**config.mk**
```make
export PLATFORM = sky130hd
export DESIGN_NAME = sliding_window_median_filter
export DESIGN_NICKNAME = d
export VERILOG_FILES = /design/src/smf_pkg.sv /design/src/smf_cell.sv /design/src/sliding_window_median_filter.sv
export SDC_FILE = /design/constraint.sdc
export NUM_CORES = 2
export LEC_CHECK = 0
export BUFFER_PORTS_ARGS = -buffer_cell sky130_fd_sc_hd__buf_2
export CAP_MARGIN = 40
export CORE_MARGIN = 1.5
export CORE_UTILIZATION = 35
export CTS_CLUSTER_DIAMETER = 50
export DETAILED_ROUTE_END_ITERATION = 6
export MAX_ROUTING_LAYER = met4
export RECOVER_POWER = 50
export SLEW_MARGIN = 20
export SYNTH_ARGS = -nofsm -noshare
export SYNTH_HDL_FRONTEND = slang
export SYNTH_HIERARCHICAL = 1
export SYNTH_SLANG_ARGS = --single-unit
```
**constraint.sdc**
```tcl
create_clock -name clk_i -period 56.5 [get_ports clk_i]
set_input_delay 2.825 -clock clk_i [delete_from_list [all_inputs] [get_ports clk_i]]
set_output_delay 2.825 -clock clk_i [all_outputs]
set_load 0.01 [all_outputs]
```
**src/smf_pkg.sv**
```systemverilog
`timescale 1ns / 1ps

package smf_pkg;

  localparam int unsigned ValueW    = 32;
  localparam int unsigned TimeW     = 32;
  localparam int unsigned HalfWinW  = 3;
  localparam int unsigned MaxHalfDef = 7;
  localparam logic [HalfWinW-1:0] HalfWinRst = HalfWinW'(2);

  typedef struct packed {
    logic                     first_sample;
    logic [TimeW-1:0]         sample_time;
    logic signed [ValueW-1:0] sample_value;
  } in_req_t;

  typedef struct packed {
    logic [TimeW-1:0]         centre_time;
    logic signed [ValueW-1:0] median_value;
  } out_req_t;

  typedef struct packed {
    logic shift;
    logic load;
    logic step;
  } cell_ctrl_t;

  typedef enum logic [1:0] {
    ST_IDLE,
    ST_LOAD,
    ST_RANK,
    ST_DONE
  } state_e;

endpackage

```
**src/smf_cell.sv**
```systemverilog
`timescale 1ns / 1ps

module smf_cell #(
  parameter int unsigned IDXW = 4,
  parameter int unsigned IDX  = 0
) (
  input  logic                                  clk_i,
  input  smf_pkg::cell_ctrl_t                   ctrl_i,
  input  logic [IDXW-1:0]                       len_i,
  input  logic signed [smf_pkg::ValueW-1:0]     val_left_i,
  input  logic [smf_pkg::TimeW-1:0]             time_left_i,
  input  logic signed [smf_pkg::ValueW-1:0]     probe_val_left_i,
  input  logic [IDXW-1:0]                       probe_tag_left_i,
  output logic signed [smf_pkg::ValueW-1:0]     val_o,
  output logic [smf_pkg::TimeW-1:0]             time_o,
  output logic signed [smf_pkg::ValueW-1:0]     probe_val_o,
  output logic [IDXW-1:0]                       probe_tag_o,
  output logic [IDXW-1:0]                       rank_o
);

  logic signed [smf_pkg::ValueW-1:0] val_q;
  logic [smf_pkg::TimeW-1:0]         time_q;
  logic signed [smf_pkg::ValueW-1:0] pval_q;
  logic [IDXW-1:0]                   ptag_q;
  logic [IDXW-1:0]                   rank_q;
  logic                              below;

  assign below = (ptag_q < len_i) &&
                 ((pval_q < val_q) || ((pval_q == val_q) && (ptag_q < IDXW'(IDX))));

  always_ff @(posedge clk_i) begin
    if (ctrl_i.shift) begin
      val_q  <= val_left_i;
      time_q <= time_left_i;
    end
    if (ctrl_i.load) begin
      pval_q <= val_q;
      ptag_q <= IDXW'(IDX);
      rank_q <= '0;
    end else if (ctrl_i.step) begin
      pval_q <= probe_val_left_i;
      ptag_q <= probe_tag_left_i;
      if (below) begin
        rank_q <= rank_q + IDXW'(1);
      end
    end
  end

  assign val_o       = val_q;
  assign time_o      = time_q;
  assign probe_val_o = pval_q;
  assign probe_tag_o = ptag_q;
  assign rank_o      = rank_q;

endmodule

```
**src/sliding_window_median_filter.sv**
```systemverilog
`timescale 1ns / 1ps
// channel  | handshake                    | payload
// in       | in_valid_i / in_stall_o      | in_data_i  (smf_pkg::in_req_t)
// out      | out_valid_o / out_stall_i    | out_data_o (smf_pkg::out_req_t)
// cfg      | cfg_we_i                     | cfg_wdata_i (half window)
// An item that yields no result leaves the filter idle; one that yields a median
// goes through the load, rank and done states: a probe copy of the window rotates
// once around the 2*MAX_HALF+1 cells while every cell counts values ranked below it.
// Reset clears the sample count and the output valid; half window resets to 2.
// A new request is taken while a finished result waits under out_stall_i.

module sliding_window_median_filter #(
  parameter int unsigned MAX_HALF = smf_pkg::MaxHalfDef
) (
  input  logic                            clk_i,
  input  logic                            rst_ni,
  input  logic                            in_valid_i,
  output logic                            in_stall_o,
  input  smf_pkg::in_req_t                in_data_i,
  output logic                            out_valid_o,
  input  logic                            out_stall_i,
  output smf_pkg::out_req_t               out_data_o,
  input  logic                            cfg_we_i,
  input  logic [smf_pkg::HalfWinW-1:0]    cfg_wdata_i
);

  localparam int unsigned Depth = 2 * MAX_HALF + 1;
  localparam int unsigned IDXW  = $clog2(Depth);
  localparam int unsigned CNTW  = $clog2(Depth + 1);

  smf_pkg::state_e     state_q, state_d;
  smf_pkg::cell_ctrl_t ctrl;

  logic [smf_pkg::HalfWinW-1:0] half_window_q;
  logic [CNTW-1:0]              fill_q, fill_d, fill_base;
  logic [IDXW-1:0]              h_q, h_d, len_q, len_d;
  logic [IDXW-1:0]              step_q, step_d;
  logic                         in_acc, can_load, out_load, go_rank;
  logic                         out_valid_q, out_valid_d;
  smf_pkg::out_req_t            out_q, out_d;

  logic signed [smf_pkg::ValueW-1:0] val_w   [Depth];
  logic [smf_pkg::TimeW-1:0]         time_w  [Depth];
  logic signed [smf_pkg::ValueW-1:0] pval_w  [Depth];
  logic [IDXW-1:0]                   ptag_w  [Depth];
  logic [IDXW-1:0]                   rank_w  [Depth];
  logic [Depth-1:0]                  sel;
  logic signed [smf_pkg::ValueW-1:0] median;

  for (genvar i = 0; i < Depth; i++) begin : g_cell
    if (i == 0) begin : g_head
      smf_cell #(.IDXW(IDXW), .IDX(i)) u_cell (
        .clk_i           (clk_i),
        .ctrl_i          (ctrl),
        .len_i           (len_q),
        .val_left_i      (in_data_i.sample_value),
        .time_left_i     (in_data_i.sample_time),
        .probe_val_left_i(pval_w[Depth-1]),
        .probe_tag_left_i(ptag_w[Depth-1]),
        .val_o           (val_w[i]),
        .time_o          (time_w[i]),
        .probe_val_o     (pval_w[i]),
        .probe_tag_o     (ptag_w[i]),
        .rank_o          (rank_w[i])
      );
    end else begin : g_body
      smf_cell #(.IDXW(IDXW), .IDX(i)) u_cell (
        .clk_i           (clk_i),
        .ctrl_i          (ctrl),
        .len_i           (len_q),
        .val_left_i      (val_w[i-1]),
        .time_left_i     (time_w[i-1]),
        .probe_val_left_i(pval_w[i-1]),
        .probe_tag_left_i(ptag_w[i-1]),
        .val_o           (val_w[i]),
        .time_o          (time_w[i]),
        .probe_val_o     (pval_w[i]),
        .probe_tag_o     (ptag_w[i]),
        .rank_o          (rank_w[i])
      );
    end
  end

  assign in_acc   = in_valid_i && !in_stall_o;
  assign can_load = !out_valid_q || !out_stall_i;

  always_comb begin
    if (int'(half_window_q) > int'(MAX_HALF)) begin
      h_d = IDXW'(MAX_HALF);
    end else begin
      h_d = IDXW'(half_window_q);
    end
    len_d     = IDXW'({h_d, 1'b1});
    fill_base = in_data_i.first_sample ? '0 : fill_q;
    fill_d    = (fill_base < CNTW'(Depth)) ? fill_base + CNTW'(1) : fill_base;
    go_rank   = fill_d >= CNTW'(len_d);
  end

  always_comb begin
    state_d = state_q;
    unique case (state_q)
      smf_pkg::ST_IDLE: begin
        if (in_acc && go_rank) begin
          state_d = smf_pkg::ST_LOAD;
        end
      end
      smf_pkg::ST_LOAD: state_d = smf_pkg::ST_RANK;
      smf_pkg::ST_RANK: begin
        if (step_q == IDXW'(Depth - 1)) begin
          state_d = smf_pkg::ST_DONE;
        end
      end
      smf_pkg::ST_DONE: begin
        if (can_load) begin
          state_d = smf_pkg::ST_IDLE;
        end
      end
      default: state_d = smf_pkg::ST_IDLE;
    endcase
  end

  always_comb begin
    in_stall_o = (state_q != smf_pkg::ST_IDLE);
    ctrl.shift = (state_q == smf_pkg::ST_IDLE) && in_valid_i;
    ctrl.load  = (state_q == smf_pkg::ST_LOAD);
    ctrl.step  = (state_q == smf_pkg::ST_RANK);
    out_load   = (state_q == smf_pkg::ST_DONE) && can_load;
    step_d     = ctrl.step ? step_q + IDXW'(1) : '0;
  end

  always_comb begin
    median = '0;
    for (int i = 0; i < Depth; i++) begin
      sel[i] = (IDXW'(i) < len_q) && (rank_w[i] == h_q);
      if (sel[i]) begin
        median = median | val_w[i];
      end
    end
    out_d.centre_time  = time_w[h_q];
    out_d.median_value = median;
    out_valid_d = out_valid_q && out_stall_i;
    if (out_load) begin
      out_valid_d = 1'b1;
    end
  end

  always_ff @(posedge clk_i or negedge rst_ni) begin
    if (!rst_ni) begin
      state_q       <= smf_pkg::ST_IDLE;
      half_window_q <= smf_pkg::HalfWinRst;
      fill_q        <= '0;
      out_valid_q   <= 1'b0;
      step_q        <= '0;
    end else begin
      state_q     <= state_d;
      out_valid_q <= out_valid_d;
      step_q      <= step_d;
      if (cfg_we_i) begin
        half_window_q <= cfg_wdata_i;
      end
      if (in_acc) begin
        fill_q <= fill_d;
      end
    end
  end

  always_ff @(posedge clk_i) begin
    if (in_acc) begin
      h_q   <= h_d;
      len_q <= len_d;
    end
    if (out_load) begin
      out_q <= out_d;
    end
  end

  assign out_valid_o = out_valid_q;
  assign out_data_o  = out_q;

  a_one_median: assert property (@(posedge clk_i) disable iff (!rst_ni)
    (state_q == smf_pkg::ST_DONE) |-> $onehot(sel))
    else $error("median select not one-hot");

  a_fill_bound: assert property (@(posedge clk_i) disable iff (!rst_ni)
    fill_q <= CNTW'(Depth))
    else $error("sample count beyond window depth");

  a_rank_only_full: assert property (@(posedge clk_i) disable iff (!rst_ni)
    (state_q == smf_pkg::ST_LOAD) |-> (fill_q >= CNTW'(len_q)))
    else $error("ranking started on a short window");

  a_load_hold: assert property (@(posedge clk_i) disable iff (!rst_ni)
    (out_valid_q && out_stall_i) |=> $stable(out_q))
    else $error("pending result overwritten");

endmodule
```
==> results.ini <==
[status]
outcome = finished with violations
violations = max-capacitance violations, max-slew violations

[power]
p_int_mw = 2.96
power-per-cell-area_mw_per_mm2 = 57.9
netSwitchingPower_mw = 1.70
power.share.sequential_pct = 43.4
clockPowerShare_pct = 22.7
comb_power_share_pct = 33.8
swShare_pct = 36.5
peakVddDrop_mv = 0.0362
static-leakage-power_nw = 30.9

[die]
die_area_mm2 = 0.205
floorplan.initialDensity_pct = 35.1
chip_width_um = 453
fp.dieH_um = 453
core-area_mm2 = 0.202
design.portCount = 139
placementRows = 165

[global_route]
global_route.usage.met2_pct = 33.7
grt_max_usage_layer = met2
grt_util_all_layers_pct = 21.2
grt_pass1_vias = 44063
first_pass_grt_wire_length_mm = 309
grtUsageMet1_pct = 27.1
grt.overflow.total = 0
global_routing_met3_resource_utilization_pct = 3.46
number_of_antenna_violations_at_the_first_check_in_global_routing = 16
maximum_number_of_pins_on_one_net_before_global_route_repair = 209

[placement]
post-place-ws_ns = 49.86
place_hpwl_mm = 158
io_buffers = 138
placedInstanceArea_mm2 = 0.0753
routabilityCongestion = 0.904
place.detailed.instances = 7852

[hold_path]
holdCritStartpoint = g_cell[4].g_body.u_cell/time_o[5]
hold_path.class = register to register

[timing]
finalWorstPathRequiredPeriod_ns = 10.05
rsz_0062_raised_after_global_routing = false
fmaxAchievable_ghz = 0.0995
finalHoldViolations = 0
tightestPinTransition_ns = 7.36
fin_ws_ns = 46.45
fin_crit_sh_pct = 17.8
report.final.slew_viol_count = 776
timing.setup.tns_ns = 0
slew_headroom_pct = -391
report.final.setup_viol = 0
timing.clock.skew_ns = 0.0577

[finish]
finalNonFillerCells = 8170
p_r_area_growth_vs_syn_pct = 13.6
drive_gt1_share_pct = 20.3
num-nets-final = 5981
layout.cell_area.non_filler_mm2 = 0.0805

[route]
dr.pass1.iters = 5
antenna_violating_nets_post_route = 0
remaining_drc_errors = 0
via_count = 45011
detailedRoute.firstIterationViolations = 4527
wire_per_inst_um = 26.3
via_density_per_instance = 5.51
wl_mm = 215

[critical_path]
critPathSlowestCell = clkbuf_1
reg2reg_from = h_q[0]
crit_type = register to register
crit_path_start = h_q[0]
critical_path.cell_chain = clkbuf_1, clkbuf_1, xor2_2, nor4_4, buf_4, a221o_1, a2111oi_2, nand3_1
worst_setup_path_start_kind = register
critical_path_buf_inv_count = 3
critPathMaxFanout = 92
required_worst_endpoint_ns = 57.12
timing.critical_path.max_delay_family = buffers and inverters
worstSetupEndpointType = register
dominant_cell_type_by_count_on_the_critical_path = clkbuf_1
cp_slowest_stage_delay_ns = 5.21
crit_arrival_ns = 10.67

[synthesis]
netlist_instances = 5118
syn_area_per_cell_um2 = 13.8
yosys_warn_count = 6
total_standard_cell_area_after_synthesis_mm2 = 0.0709

[clocking]
cts_root_buf = clkbuf_16
clock_insertion_delay_worst_skew_ns = 0.81
clk_pin_slew_ns = 0.06
post_cts_resized = 0
clock_buffer_depth = 3
numCtsBuffers = 163
cts.sink_count = 1417
post-cts-setup-buffer-count = 0
holdBufCountCts = 0
cts-htree-levels = 4
cts_tree = yes

[run]
drv.max_cap_violation_count = 17

## state kept, by name (all words and copies together) (netlist names), 32 cells and up
name	cells
g_cell.g_body.u_cell/probe_tag_o	56
g_cell.g_body.u_cell/probe_val_o	448
g_cell.g_body.u_cell/rank_o	56
g_cell.g_body.u_cell/time_o	224
g_cell.g_body.u_cell/val_o	448
g_cell.g_head.u_cell/probe_val_o	32
g_cell.g_head.u_cell/time_o	32
g_cell.g_head.u_cell/val_o	32
out_data_o	64
## through the flow
stage	power, mW	utilization, %	hold slack (ns)
6_report	4.66	39.9	0.433
5_1_grt	4.91	39.9	0.451
4_1_cts	4.67	40.0	0.423
3_5_place_dp	3.59	37.3	0.428
3_3_place_gp	3.50	37.1	0.426
2_1_floorplan	3.03	-	0.421
## layout make-up
type | instances | area (µm²)
inverter | 579 | 2170
tap | 2672 | 3340
multi-input combinational | 2968 | 26800
timing repair buffer | 229 | 1610
clock inverter | 101 | 988
clock buffer | 202 | 4340
fill | 18595 | 121000
sequential | 1417 | 41300
antenna | 2 | 5.00
## power by group through the flow
| stage | Combinational (mW) | Sequential, mW | Clock [mW] |
|---|---|---|---|
| 2_1_floorplan | 1.09 | 1.94 | 0 |
| 3_3_place_gp | 1.45 | 2.05 | 0 |
| 3_5_place_dp | 1.55 | 2.04 | 0 |
| 4_1_cts | 1.56 | 2.03 | 1.08 |
| 5_1_grt | 1.73 | 2.06 | 1.12 |
| 6_report | 1.58 | 2.03 | 1.06 |
## cell usage in the layout, fill, tap and decap left out, types with 15 or more instances in the layout
master,instances
edfxtp_1,1283
inv_1,578
ha_1,550
mux2_2,498
a21oi_1,243
nand2_1,182
clkbuf_16,167
buf_2,125
dfxtp_1,120
nand4_1,106
nor2_1,104
nand3_1,104
nor2b_1,81
nand2b_1,75
clkbuf_1,68
a22o_1,64
mux4_2,64
nor3_1,54
a211oi_1,52
o21ai_0,51
a22oi_1,49
mux2i_1,49
buf_4,43
mux2_1,42
a211o_1,37
a2111oi_0,34
and3_1,31
a21o_1,28
clkinv_1,28
clkinv_2,26
a221o_1,24
o211ai_1,22
o21ai_1,21
o2bb2ai_1,19
a2111o_1,18
nor4_1,18
nand3b_1,17
nor4_4,16
conb_1,15
o31ai_1,15
## final timing paths
| check | to | slack (ns) | depth (start not counted) |
|---|---|---|---|
| worst max register to register | out_data_o[21] | 46.45 | 8 |
| min in group asynchronous | half_window_q[0] | 2.11 | 1 |
| worst min-delay path | g_cell[5].g_body.u_cell/time_o[5] | 0.43 | 0 |
| worst max-delay path | out_data_o[21] | 46.45 | 8 |
| max in group asynchronous | fill_q[2] | 53.88 | 1 |
| worst min register to register | g_cell[5].g_body.u_cell/time_o[5] | 0.43 | 0 |
## layer usage
| metal | part of all wire, % | routed length [µm] |
|---|---|---|
| met1 | 42 | 89500 |
| met2 | 48 | 103000 |
| met3 | 6.5 | 13900 |
| met4 | 4.2 | 8990 |
| met5 | 0 | 0 |
(Power assumes the default switching activity.)
